File: config.mk
export PLATFORM = sky130hd
export DESIGN_NAME = mpd_result
export DESIGN_NICKNAME = d
export VERILOG_FILES = /design/src/mpd_pkg.sv /design/src/mpd_result.sv
export SDC_FILE = /design/constraint.sdc
export NUM_CORES = 1
export LEC_CHECK = 0
export ABC_AREA = 1
export BUFFER_PORTS_ARGS = -buffer_cell sky130_fd_sc_hd__buf_2
export CORE_MARGIN = 5
export CORE_UTILIZATION = 35
export CTS_CLUSTER_DIAMETER = 60
export DETAILED_ROUTE_END_ITERATION = 12
export PLACE_DENSITY = 0.89
export SYNTH_ARGS = -nofsm -noshare
export SYNTH_HDL_FRONTEND = slang
export SYNTH_SLANG_ARGS = --single-unit
File: constraint.sdc
create_clock -name clk -period 2.06 [get_ports clk]
set_input_delay 0.412 -clock clk [delete_from_list [all_inputs] [get_ports clk]]
set_output_delay 0.412 -clock clk [all_outputs]
set_load 0.05 [all_outputs]
File: src/mpd_pkg.sv
// ----------------------------------------------------------------------------
// mpd_pkg: shared types and constants for the track occupancy chain
// Holds the slot count, counter width and the item record that moves
// from cell to cell.
// ----------------------------------------------------------------------------
`default_nettype none

package mpd_pkg;

	// Number of track slots, one cell each
	localparam int TRACK_SLOTS = 64;
	// Width of a running occupancy count (holds 0..TRACK_SLOTS)
	localparam int CNT_W = $clog2(TRACK_SLOTS + 1);
	// Width of reported counts
	localparam int OUT_CNT_W = 7;
	localparam int TIME_W = 32;

	// Item record that moves one cell per cycle while the chain advances
	typedef struct packed {
		logic              vld;
		logic              first;
		logic [TIME_W-1:0] arrive;
		logic [TIME_W-1:0] depart;
		logic              placed;
		logic [CNT_W-1:0]  count;
	} mpd_item_t;

	// Report a count at the output width (wraps like the 7-bit field)
	function automatic logic [OUT_CNT_W-1:0] to_out_cnt(input logic [CNT_W-1:0] c);
		logic [CNT_W+OUT_CNT_W-1:0] wide;
		wide = {{OUT_CNT_W{1'b0}}, c};
		return wide[OUT_CNT_W-1:0];
	endfunction

endpackage

`default_nettype wire

File: src/mpd_result.sv
// ----------------------------------------------------------------------------
// mpd_result: running maximum and output register
// Takes items leaving the last cell, tracks the schedule maximum and holds
// the result until the downstream side takes it.
// ----------------------------------------------------------------------------
`default_nettype none

module mpd_result import mpd_pkg::*; (
	input  wire logic                 clk,
	input  wire logic                 arst_n,
	input  wire mpd_item_t            item_in,
	output logic                      adv,
	output logic                      out_valid,
	input  wire logic                 out_ready,
	output logic [OUT_CNT_W-1:0]      occupied,
	output logic [OUT_CNT_W-1:0]      max_out,
	output logic                      ovf
);

	logic             out_valid_q;
	logic [CNT_W-1:0] max_q;
	logic [CNT_W-1:0] count_q;
	logic             ovf_q;
	logic             first_q;
	logic [CNT_W-1:0] max_next;

	// Chain moves whenever the output register is empty or being drained
	assign adv = ~out_valid_q | out_ready;

	always_comb begin
		if (item_in.first || item_in.count > max_q) begin
			max_next = item_in.count;
		end else begin
			max_next = max_q;
		end
	end

	// Output valid and running maximum
	always_ff @(posedge clk or negedge arst_n) begin
		if (!arst_n) begin
			out_valid_q <= 1'b0;
			max_q       <= '0;
		end else if (adv) begin
			out_valid_q <= item_in.vld;
			if (item_in.vld) begin
				max_q <= max_next;
			end
		end
	end

	// Result payload
	always_ff @(posedge clk) begin
		if (adv && item_in.vld) begin
			count_q <= item_in.count;
			ovf_q   <= ~item_in.placed;
			first_q <= item_in.first;
		end
	end

	assign out_valid = out_valid_q;
	assign occupied  = to_out_cnt(count_q);
	assign max_out   = to_out_cnt(max_q);
	assign ovf       = ovf_q;

`ifndef NO_ASSERTIONS
	// A dropped train means every slot was held
	a_ovf_full: assert property (@(posedge clk) disable iff (!arst_n)
		out_valid_q && ovf_q |-> count_q == CNT_W'(TRACK_SLOTS))
		else $error("overflow reported with a free slot");
	// Maximum never below the current occupancy
	a_max_ge: assert property (@(posedge clk) disable iff (!arst_n)
		out_valid_q |-> max_q >= count_q)
		else $error("running maximum below occupancy");
	// First entry of a schedule restarts the maximum
	a_first_max: assert property (@(posedge clk) disable iff (!arst_n)
		out_valid_q && first_q |-> max_q == count_q)
		else $error("maximum not restarted on first entry");
	// First entry always finds a slot
	a_first_placed: assert property (@(posedge clk) disable iff (!arst_n)
		out_valid_q && first_q |-> !ovf_q && count_q == CNT_W'(1))
		else $error("first entry not placed alone");
`endif

endmodule

`default_nettype wire

==> impl_results.md, run 1 <==
- CP arrival: between 1.5 and 2 ns
- Clock Path Buffers: 2
- Stages on the worst setup path: 11
- Mapped Nets: 163
- Post-route antenna net violation count: 0
- Avg Cell Area, Syn: 9.98 µm²
- Via Count: 633
- Post-Syn Area: approximately 790 µm²
- Starting Density: 36.0%
- YS warnings: 0
- Avg Vias per Cell: approximately 4.5
- Largest net degree at the start of global routing: 17
- Iteration-0 DRC Markers: 9
- Antenna Cells: 0
- DRC Markers: 0
- Critical path buffers and inverters: 1
- Setup crit start kind: register
- TritonCTS clock tree: done
- Reported max-cap violation count: 0
- Fill cells: 207
- Endpoints failing setup: 0
- Drt first pass iters: 4
- Routability cong.: between 0.8 and 0.9
- CP max FO: 8
- CTS sink cnt: 16
- Max-slew headroom: 67.1%
- Crit-path most repeated cell: nand2_1
- Yosys reg bits: 16
- Setup Buffers After CTS: 0
- Initial antenna violation count: 0
- Area grow syn2layout: 27.5%
- Routed wire length: approximately 1.6 mm
- Worst Hold Class: primary input to register
- Clk_lat worst skew: 0.28 ns
- Share of cells above drive strength 1: 33.6%
- Die W: about 57 µm
- Setup CP Type: register to register
- I/O pins: 94
- Num CTS Buffers: 3
- Peak VDD IR: 428 µV
- Status: complete, no violations
- Crit. End Element: register
- Setup TNS: 0 ns
- Post-DP HPWL: between 1 and 1.5 mm
- Total track usage: 10.0%
- Final Power: 1030 µW
- CTS root buffer: clkbuf_4
- WL/cell: 11.4 µm
- Crit path max-delay family: simple AND/OR/NAND/NOR gates
- # nets final: 198
- Mapped Cells: 79
- Count of final hold-check violations: 0
- Full die area: 0.00330 mm²
- Clock-pin transition on the worst setup and hold timing paths: approximately 0.090 ns
- Worst Max-Slew Pin Slew: 0.493 ns
- Worst path cell trace: inv_1 > ha_1 > nand2_2 > nor2_2 > nand2_1 > nand2_1 > nand2_2 > nand2_4 > nand2_4 > nand2_1 > nand2_1
- Vias in the first global route: 624
- Slack of the critical path: 0.460 ns
- Row count: 17
- R2r setup slk: 0.46 ns
- Clock skew: 0.00455 ns
- Critical Path RT: 2.23 ns
- Sequential share of the synthesized area: a little under three fifths
- Library cells used by synthesis: 12
- H-Tree Depth: 1
- RSZ-0062 raised after global routing: no
- Crit-path slowest cell: dfrtp_1
- Total gr overflow: 0
- Place WS: 0.388 ns
- Hold path cells: 1
- First-pass GRT wire length: 2.55 mm
- Pwr/cell area: 1030 mW/mm²
- Leakage Power: 0.000545 µW
- Largest stage delay, worst path: 0.40 ns
- IO Port Bufs: 29
- Chip height: around 57 µm
- FMAX: 625 MHz
- R2R depth: 11
- Core area: 0.00219 mm²
- Max Slew Vio Count: 0
- Final Critical Period: 1.60 ns
- Fin crit share: 77.7%
## logic make-up (layout without fill, tap and decap cells)
group	after synthesis	after routing	share of synthesized area, %
AND/OR/NAND/NOR	38	38	22.5
flip-flops	16	16	55.9
buffers and inverters	15	49	7.14
adder cells (fa/ha/maj)	7	7	11.1
AO/OA/AOI/OAI	3	3	3.33
## through the flow
step                util [%]  hold WS (ns)  cell area [µm²]  std cells
floorplan                  -         0.116              788         79
global placement        44.2         0.259              968        136
detailed placement      44.2         0.263              968        136
CTS                     45.9         0.335             1000        141
global route            45.9         0.331             1000        141
finish                  45.9         0.340             1000        141
## worst reg2reg max path: stages (launching register included)
cell and delay, ns:
dfrtp_1 0.40, inv_1 0.07, ha_1 0.30, nand2_2 0.07, nor2_2 0.12, nand2_1 0.06, nand2_1 0.07, nand2_2 0.07
nand2_4 0.11, nand2_4 0.08, nand2_1 0.08, nand2_1 0.05
## where the power goes
group | internal [µW] | switching, µW | leakage, µW
sequential | 385 | 34.1 | 0.000173
clock | 75.0 | 91.7 | 0.0000150
combinational | 118 | 328 | 0.000356
total | 578 | 453 | 0.000545
## cell usage in the layout, fill, tap and decap left out, drive strengths merged
| cell | n |
|---|---|
| inv | 15 |
| dfrtp | 8 |
| nand2 | 28 |
| clkbuf | 4 |
| dlygate4sd3 | 1 |
| a21oi | 3 |
| nor2 | 1 |
| nand4 | 1 |
| buf | 29 |
| ha | 7 |
| edfxtp | 8 |
| nand3 | 8 |
## metal layers
metal	routed length, µm	track usage (%)	vias up
met1	655	10.6	285
li1	-	-	318
met4	31	3.97	0
met2	766	17.3	26
met5	0	0	-
met3	157	4.52	4
## registers in the layout (all words and copies together), names as in the netlist
register   count
max_out        7
occupied       7
out_valid      1
ovf            1
## Yosys cell counts
master	instances	area [µm²]
nand2_1	24	90.1
nand4_1	1	6.26
nor2_2	1	6.26
edfxtp_1	8	240
inv_1	15	56.3
a21oi_1	2	10.0
a21oi_4	1	16.3
dfrtp_1	8	200
nand2_4	2	22.5
ha_1	7	87.6
nand3_1	8	40.0
nand2_2	2	12.5
## path summary, 6_finish.rpt
kind | to | start
max | max_out[4] | max_out[6]
min | occupied[3] | item_in[3]
max reg2reg | max_out[4] | max_out[6]
min reg2reg | max_out[1] | max_out[1]
max in group asynchronous | max_out[2] | arst_n
min in group asynchronous | max_out[4] | arst_n
## layout make-up
| type | count | area (µm²) | area share (%) |
|---|---|---|---|
| well taps | 28 | 35.0 | 3.49 |
| inverters | 15 | 56.3 | 5.60 |
| multi-input cells | 48 | 292 | 29.0 |
| repair buffers | 30 | 155 | 15.4 |
| clock buffers | 4 | 26.3 | 2.62 |
| flip-flops and latches | 16 | 440 | 43.8 |
## repair_timing
item / 4_1_cts / 5_1_grt
endpoints found under the setup margin: 0 / 0
resized for setup: 0 / 0
hold endpoints to repair: 8 / 0
hold buffers: 1 / 0
Power figures use the tool's default switching activity.
==> run 2: changes to the inputs <==
Settings changed: CORE_UTILIZATION 35 to 32, PLACE_DENSITY 0.89 to 0.82.
Clock period 2.06 ns to 1.6 ns, I/O delays scaled along.
==> run 2 against run 1 <==
  * Design area increased by 14%
  * Power increased by 43%
  * Clock-buffer cell count decreased by 1
  * Flip-flop and latch count unchanged
  * Setup slack got worse by 0.37 ns
  * Via count increased by 5.2%
  * Die area increased by 7.7%
  * Wire length increased by 12%
  * Critical endpoint is now max_out[5]
  * Highest routed layer is now met3
==> impl_results.md, run 2 (synthesized netlist as in run 1, its figures left out) <==
- Setup TNS: 0 ns
- Antenna Cells: 0
- DRC Markers: 0
- Commonest non-fill, non-tap cell in the layout: buf_2
- R2r setup slk: 0.09 ns
- Largest net degree at the start of global routing: 17
- Core area: ~0.0024 mm²
- Routability cong.: 0.773
- Fin crit share: 94.5%
- CTS sink cnt: 16
- # nets final: ~200
- Crit. End Element: register
- WL/cell: between 10 and 15 µm
- Iteration-0 DRC Markers: 3
- Full die area: 0.00356 mm²
- Setup crit start kind: register
- RSZ-0062 raised after global routing: yes
- Max Slew Vio Count: 0
- Area grow syn2layout: 45.2%
- Row count: 18
- Chip height: about 60 µm
- CP max FO: 8
- Area of the multi-input gates: around 400 µm²
- Reported max-cap violation count: 0
- Worst Hold Class: primary input to register
- Worst path cell trace: inv_2 > ha_4 > nand2_2 > nor2_2 > nand2_1 > nand2_1 > nand2_2 > nand2_4 > nand2_8 > nand2_1 > nand2_1
- Starting Density: 32.7%
- Crit-path slowest cell: dfrtp_2
- Status: complete, no violations
- Crit Reg-Reg Startpoint: max_out[3]
- Min Hold Slack: 0.241 ns
- WHS Endpoint: occupied[0]
- Worst Max-Slew Pin Slew: 0.590 ns
- Hold Crit Start: item_in[0]
- Initial antenna violation count: 0
- Post-DP HPWL: between 1 and 1.5 mm
- Endpoints failing setup: 0
- Via Count: 666
- Routed wire length: 1.80 mm
- Most frequent cells in the layout: buf_2 (29), nand2_1 (18), inv_1 (10)
- Drt first pass iters: 3
- Peak VDD IR: 698 µV
- Final Power: roughly 1500 µW
- CTS root buffer: clkbuf_4
- Vias in the first global route: 689
- I/O pins: 94
- Crit-path most repeated cell: nand2_1
- Post-layout util: 47.5%
- Critical R2R Capture: max_out[5]
- Post-Layout Cell Count: approximately 150
- First-pass GRT wire length: 2.82 mm
- Pwr/cell area: 1290 mW/mm²
- Largest stage delay, worst path: 0.40 ns
- Clock-pin transition on the worst setup and hold timing paths: 0.09 ns
- Clk_lat worst skew: 0.29 ns
- Total track usage: 10.4%
- Critical Path RT: roughly 1.8 ns
- Final Critical Period: 1.51 ns
- CP arrival: 1.70 ns
- Clock skew: 0.00188 ns
- R2R depth: 11
- Num CTS Buffers: 3
- Fill cells: 236
- Hold path cells: 1
- Placed cell count: 138
- Setup CP Type: register to register
- Share of cells above drive strength 1: 56.0%
- IO Port Bufs: 29
- TritonCTS clock tree: done
- Die W: 59.6 µm
- Total gr overflow: 0
- Clock Path Buffers: 2
- Post-route antenna net violation count: 0
- Count of final hold-check violations: 0
- FMAX: about 660 MHz
- Leakage Power: 0.000555 µW
- Sequential cell area: between 400 and 500 µm²
- H-Tree Depth: 1
- Avg Vias per Cell: 4.56
- Max-slew headroom: about 61%
-- run 2: report_power, final --
group / internal, µW / total, µW / switching [µW] / leakage [µW]
registers: 504 / 555 / 50.7 / 0.000166
logic: 229 / 699 / 470 / 0.000374
clock network: 90.8 / 220 / 129 / 0.0000154
-- run 2: per-layer routing --
metal	part of all wire [%]	wire length, µm	up-vias	track usage, %
met3	11	206	0	5.01
met4	0	0	0	0.949
met1	41	747	308	12.1
met2	47	849	27	17.8
li1	-	-	331	-
met5	0	0	-	0
-- run 2: repair_timing --
action | in CTS | in global routing
endpoints found under the setup margin | 0 | 7
setup buffers | 0 | 3
endpoints found under the hold margin | 8 | 0
resized for setup | 0 | 18
hold buffers | 1 | 0
-- run 2: worst max-delay path by stage --
stage | start | to | cells past startpoint
final | max_out[3] | max_out[5] | 11
after global routing | max_out[4] | max_out[6] | 11
after CTS | max_out[6] | max_out[3] | 11
after detailed placement | item_in[5] | max_out[3] | 11
after global placement | item_in[5] | max_out[5] | 11
after floorplan | max_out[5] | max_out[0] | 11
-- run 2: through the flow --
| stage | setup slack, ns | instance area (µm²) |
|---|---|---|
| 2_1_floorplan | 0.0234 | 808 |
| 3_3_place_gp | 0.0811 | 991 |
| 3_5_place_dp | 0.0605 | 991 |
| 4_1_cts | 0.0768 | 1030 |
| 5_1_grt | -0.0127 | 1140 |
| 6_report | 0.0884 | 1140 |
-- run 2: cell type report --
class	instances	share of cell area, %
tap	30	3.28
clock inverter	1	0.328
clock buffer	3	1.97
sequential	16	39.1
inverter	15	4.92
timing repair buffer	33	15.5
multi-input combinational	48	34.9
-- run 2: critical path, delay by kind of cell, from the launching register on --
kind / cells / cell delay (ns)
simple gates: 9 / 0.70
buf+inv: 1 / 0.05
fa+ha+maj: 1 / 0.26
flops: 1 / 0.40
==> run 3: changes to the inputs <==
Clock period 1.6 ns to 1.46 ns, I/O delays scaled along.
==> run 3 against run 2 <==
  * The flow now finishes with violations (negative setup slack)
  * Setup slack worse by 0.12 ns
  * Clock power up 35%
  * Sequential share of layout area down 1.5 points
  * Flip-flop and latch count unchanged
  * Combinational power up 17%
  * Clock-buffer cell count up 1
  * Via count down 0.75%
  * Critical path type unchanged
==> impl_results.md, run 3 (synthesized netlist as in run 1, its figures left out) <==
- Share of cells above drive strength 1: about three fifths
- Final Critical Period: 1.50 ns
- Failing checks: negative setup slack
- Leakage Power: around 0.00058 µW
- TritonCTS clock tree: done
- Clk pwr share: 17.4%
- Setup CP Type: register to register
- Antenna Cells: 0
- Critical Path RT: 1.65 ns
- Commonest non-fill, non-tap cell in the layout: buf_2
- Die W: 59.6 µm
- Clock skew: 0.0113 ns
- # nets final: 204
- Chip height: 59.6 µm
- Largest stage delay, worst path: between 0.3 and 0.4 ns
- Pwr/cell area: ~1400 mW/mm²
- Num CTS Buffers: 3
- Final Power: 1710 µW
- Area of the multi-input gates: 399 µm²
- Routability cong.: 0.792
- Max-slew headroom: 83.3%
- Sequential cell area: 448 µm²
- Place WS: -0.0594 ns
- Clock-pin transition on the worst setup and hold timing paths: 0.10 ns
- Crit. End Element: register
- Sw Pwr: roughly 730 µW
- Clk_lat worst skew: 0.29 ns
- Clock Path Buffers: 2
- Count of final hold-check violations: 0
- Fill cells: 220
- Critical path buffers and inverters: 1
- Sw Share: 42.4%
- Endpoints failing setup: 7
- Fin crit share: 102%
- CP arrival: roughly 1.7 ns
- Avg Vias per Cell: 4.44
- Status: finished with violations
- Setup crit start kind: register
- Via Count: 661
- Max Slew Vio Count: 0
- Worst path cell trace: inv_2 > ha_4 > nand2_2 > nor2_2 > nand2_1 > nand2_1 > nand2_2 > nand2_4 > nand2_8 > nand2_2 > nand2_1
- Drt first pass iters: 4
- H-Tree Depth: 1
- Vias in the first global route: 668
- Iteration-0 DRC Markers: 16
- Post-DP HPWL: approximately 1.4 mm
- Worst Hold Class: primary input to register
- Area grow syn2layout: 51.0%
- IO Port Bufs: 29
- Total track usage: about an eighth
- Most frequent cells in the layout: buf_2 (29), nand2_1 (18), inv_1 (9)
- Sequential Power Share: between 30% and 40%
- Largest net degree at the start of global routing: 13
- Reported max-cap violation count: 0
- Post-route antenna net violation count: 0
- CTS root buffer: clkbuf_4
- Worst Max-Slew Pin Slew: between 0.2 and 0.3 ns
- Finished Cell Area: 0.00119 mm²
- Routed wire length: roughly 1.9 mm
- Full die area: 0.00356 mm²
- I/O pins: 94
- Initial antenna violation count: 0
- CTS sink cnt: 16
- Row count: 18
- WL/cell: around 13 µm
- CP max FO: 8
- Core area: 0.00241 mm²
- Slack of the critical path: -0.0357 ns
- Internal power: 987 µW
- Crit path max-delay family: simple AND/OR/NAND/NOR gates
- FMAX: 669 MHz
- First-pass GRT wire length: 3.04 mm
- Placed cell areas: 0.00105 mm²
- Crit-path slowest cell: dfrtp_2
- Peak VDD IR: 643 µV
- Gate power share: 47.7%
- Total gr overflow: 0
- RSZ-0062 raised after global routing: yes
- Starting Density: between 30% and 40%
- DRC Markers: 0
-- run 3: timing repair --
action	4_1_cts	5_1_grt
hold endpoints to repair	8	0
hold buffers	1	0
endpoints found under the setup margin	7	7
pin swaps	7	3
buffers inserted	3	0
gates cloned	0	0
resized for setup	7	5
-- run 3: worst register-to-register path: stages (launching register included) --
cell     delay [ns]
dfrtp_2        0.39
inv_2          0.05
ha_4           0.25
nand2_2        0.05
nor2_2         0.12
nand2_1        0.06
nand2_1        0.07
nand2_2        0.06
nand2_4        0.14
nand2_8        0.09
nand2_2        0.08
nand2_1        0.05
-- run 3: cell type report --
| type | count | area share (%) |
|---|---|---|
| clock buffers | 4 | 3.05 |
| inverters | 15 | 4.73 |
| multi-input cells | 48 | 33.5 |
| flip-flops and latches | 16 | 37.6 |
| well taps | 30 | 3.15 |
| repair buffers | 36 | 17.9 |
-- run 3: power groups by stage --
| stage | Combinational, µW | Sequential [µW] | Clock [µW] |
|---|---|---|---|
| 4_1_cts | 791 | 599 | 308 |
| 5_1_grt | 895 | 611 | 329 |
| 6_report | 817 | 600 | 298 |
| 3_3_place_gp | 675 | 608 | 0 |
| 3_5_place_dp | 698 | 614 | 0 |
| 2_1_floorplan | 273 | 849 | 0 |
-- run 3: path summary, 6_finish.rpt --
check / start / endpoint / slack [ns] / cells after the start
worst max-delay path: max_out[3] / max_out[1] / -0.04 / 11
worst min-delay path: item_in[0] / occupied[0] / 0.21 / 1
worst max register to register: max_out[3] / max_out[1] / -0.04 / 11
worst min register to register: max_out[2] / max_out[2] / 0.53 / 2
max in group asynchronous: arst_n / max_out[4] / 0.89 / 2
min in group asynchronous: arst_n / max_out[0] / 0.36 / 2
-- run 3: per-layer routing --
metal / routed length, µm / share of wire (%) / up-vias / GRT usage (%)
met3: 194 / 10 / 3 / 3.49
met1: 764 / 41 / 295 / 14.2
met2: 876 / 47 / 28 / 19.3
met4: 28 / 1.5 / 0 / 5.70
met5: 0 / 0 / - / 0
li1: - / - / 335 / -
-- run 3: stage by stage --
| stage | std cells | hold WS (ns) | TNS (ns) | utilization, % |
|---|---|---|---|---|
| final | 149 | 0.210 | -0.150 | 49.4 |
| after global routing | 149 | 0.203 | -0.884 | 49.4 |
| after CTS | 149 | 0.197 | -0.134 | 48.5 |
| after detailed placement | 141 | 0.154 | -0.340 | 43.7 |
| after global placement | 141 | 0.151 | -0.0963 | 43.7 |
| after floorplan | 79 | -0.00359 | -0.712 | - |
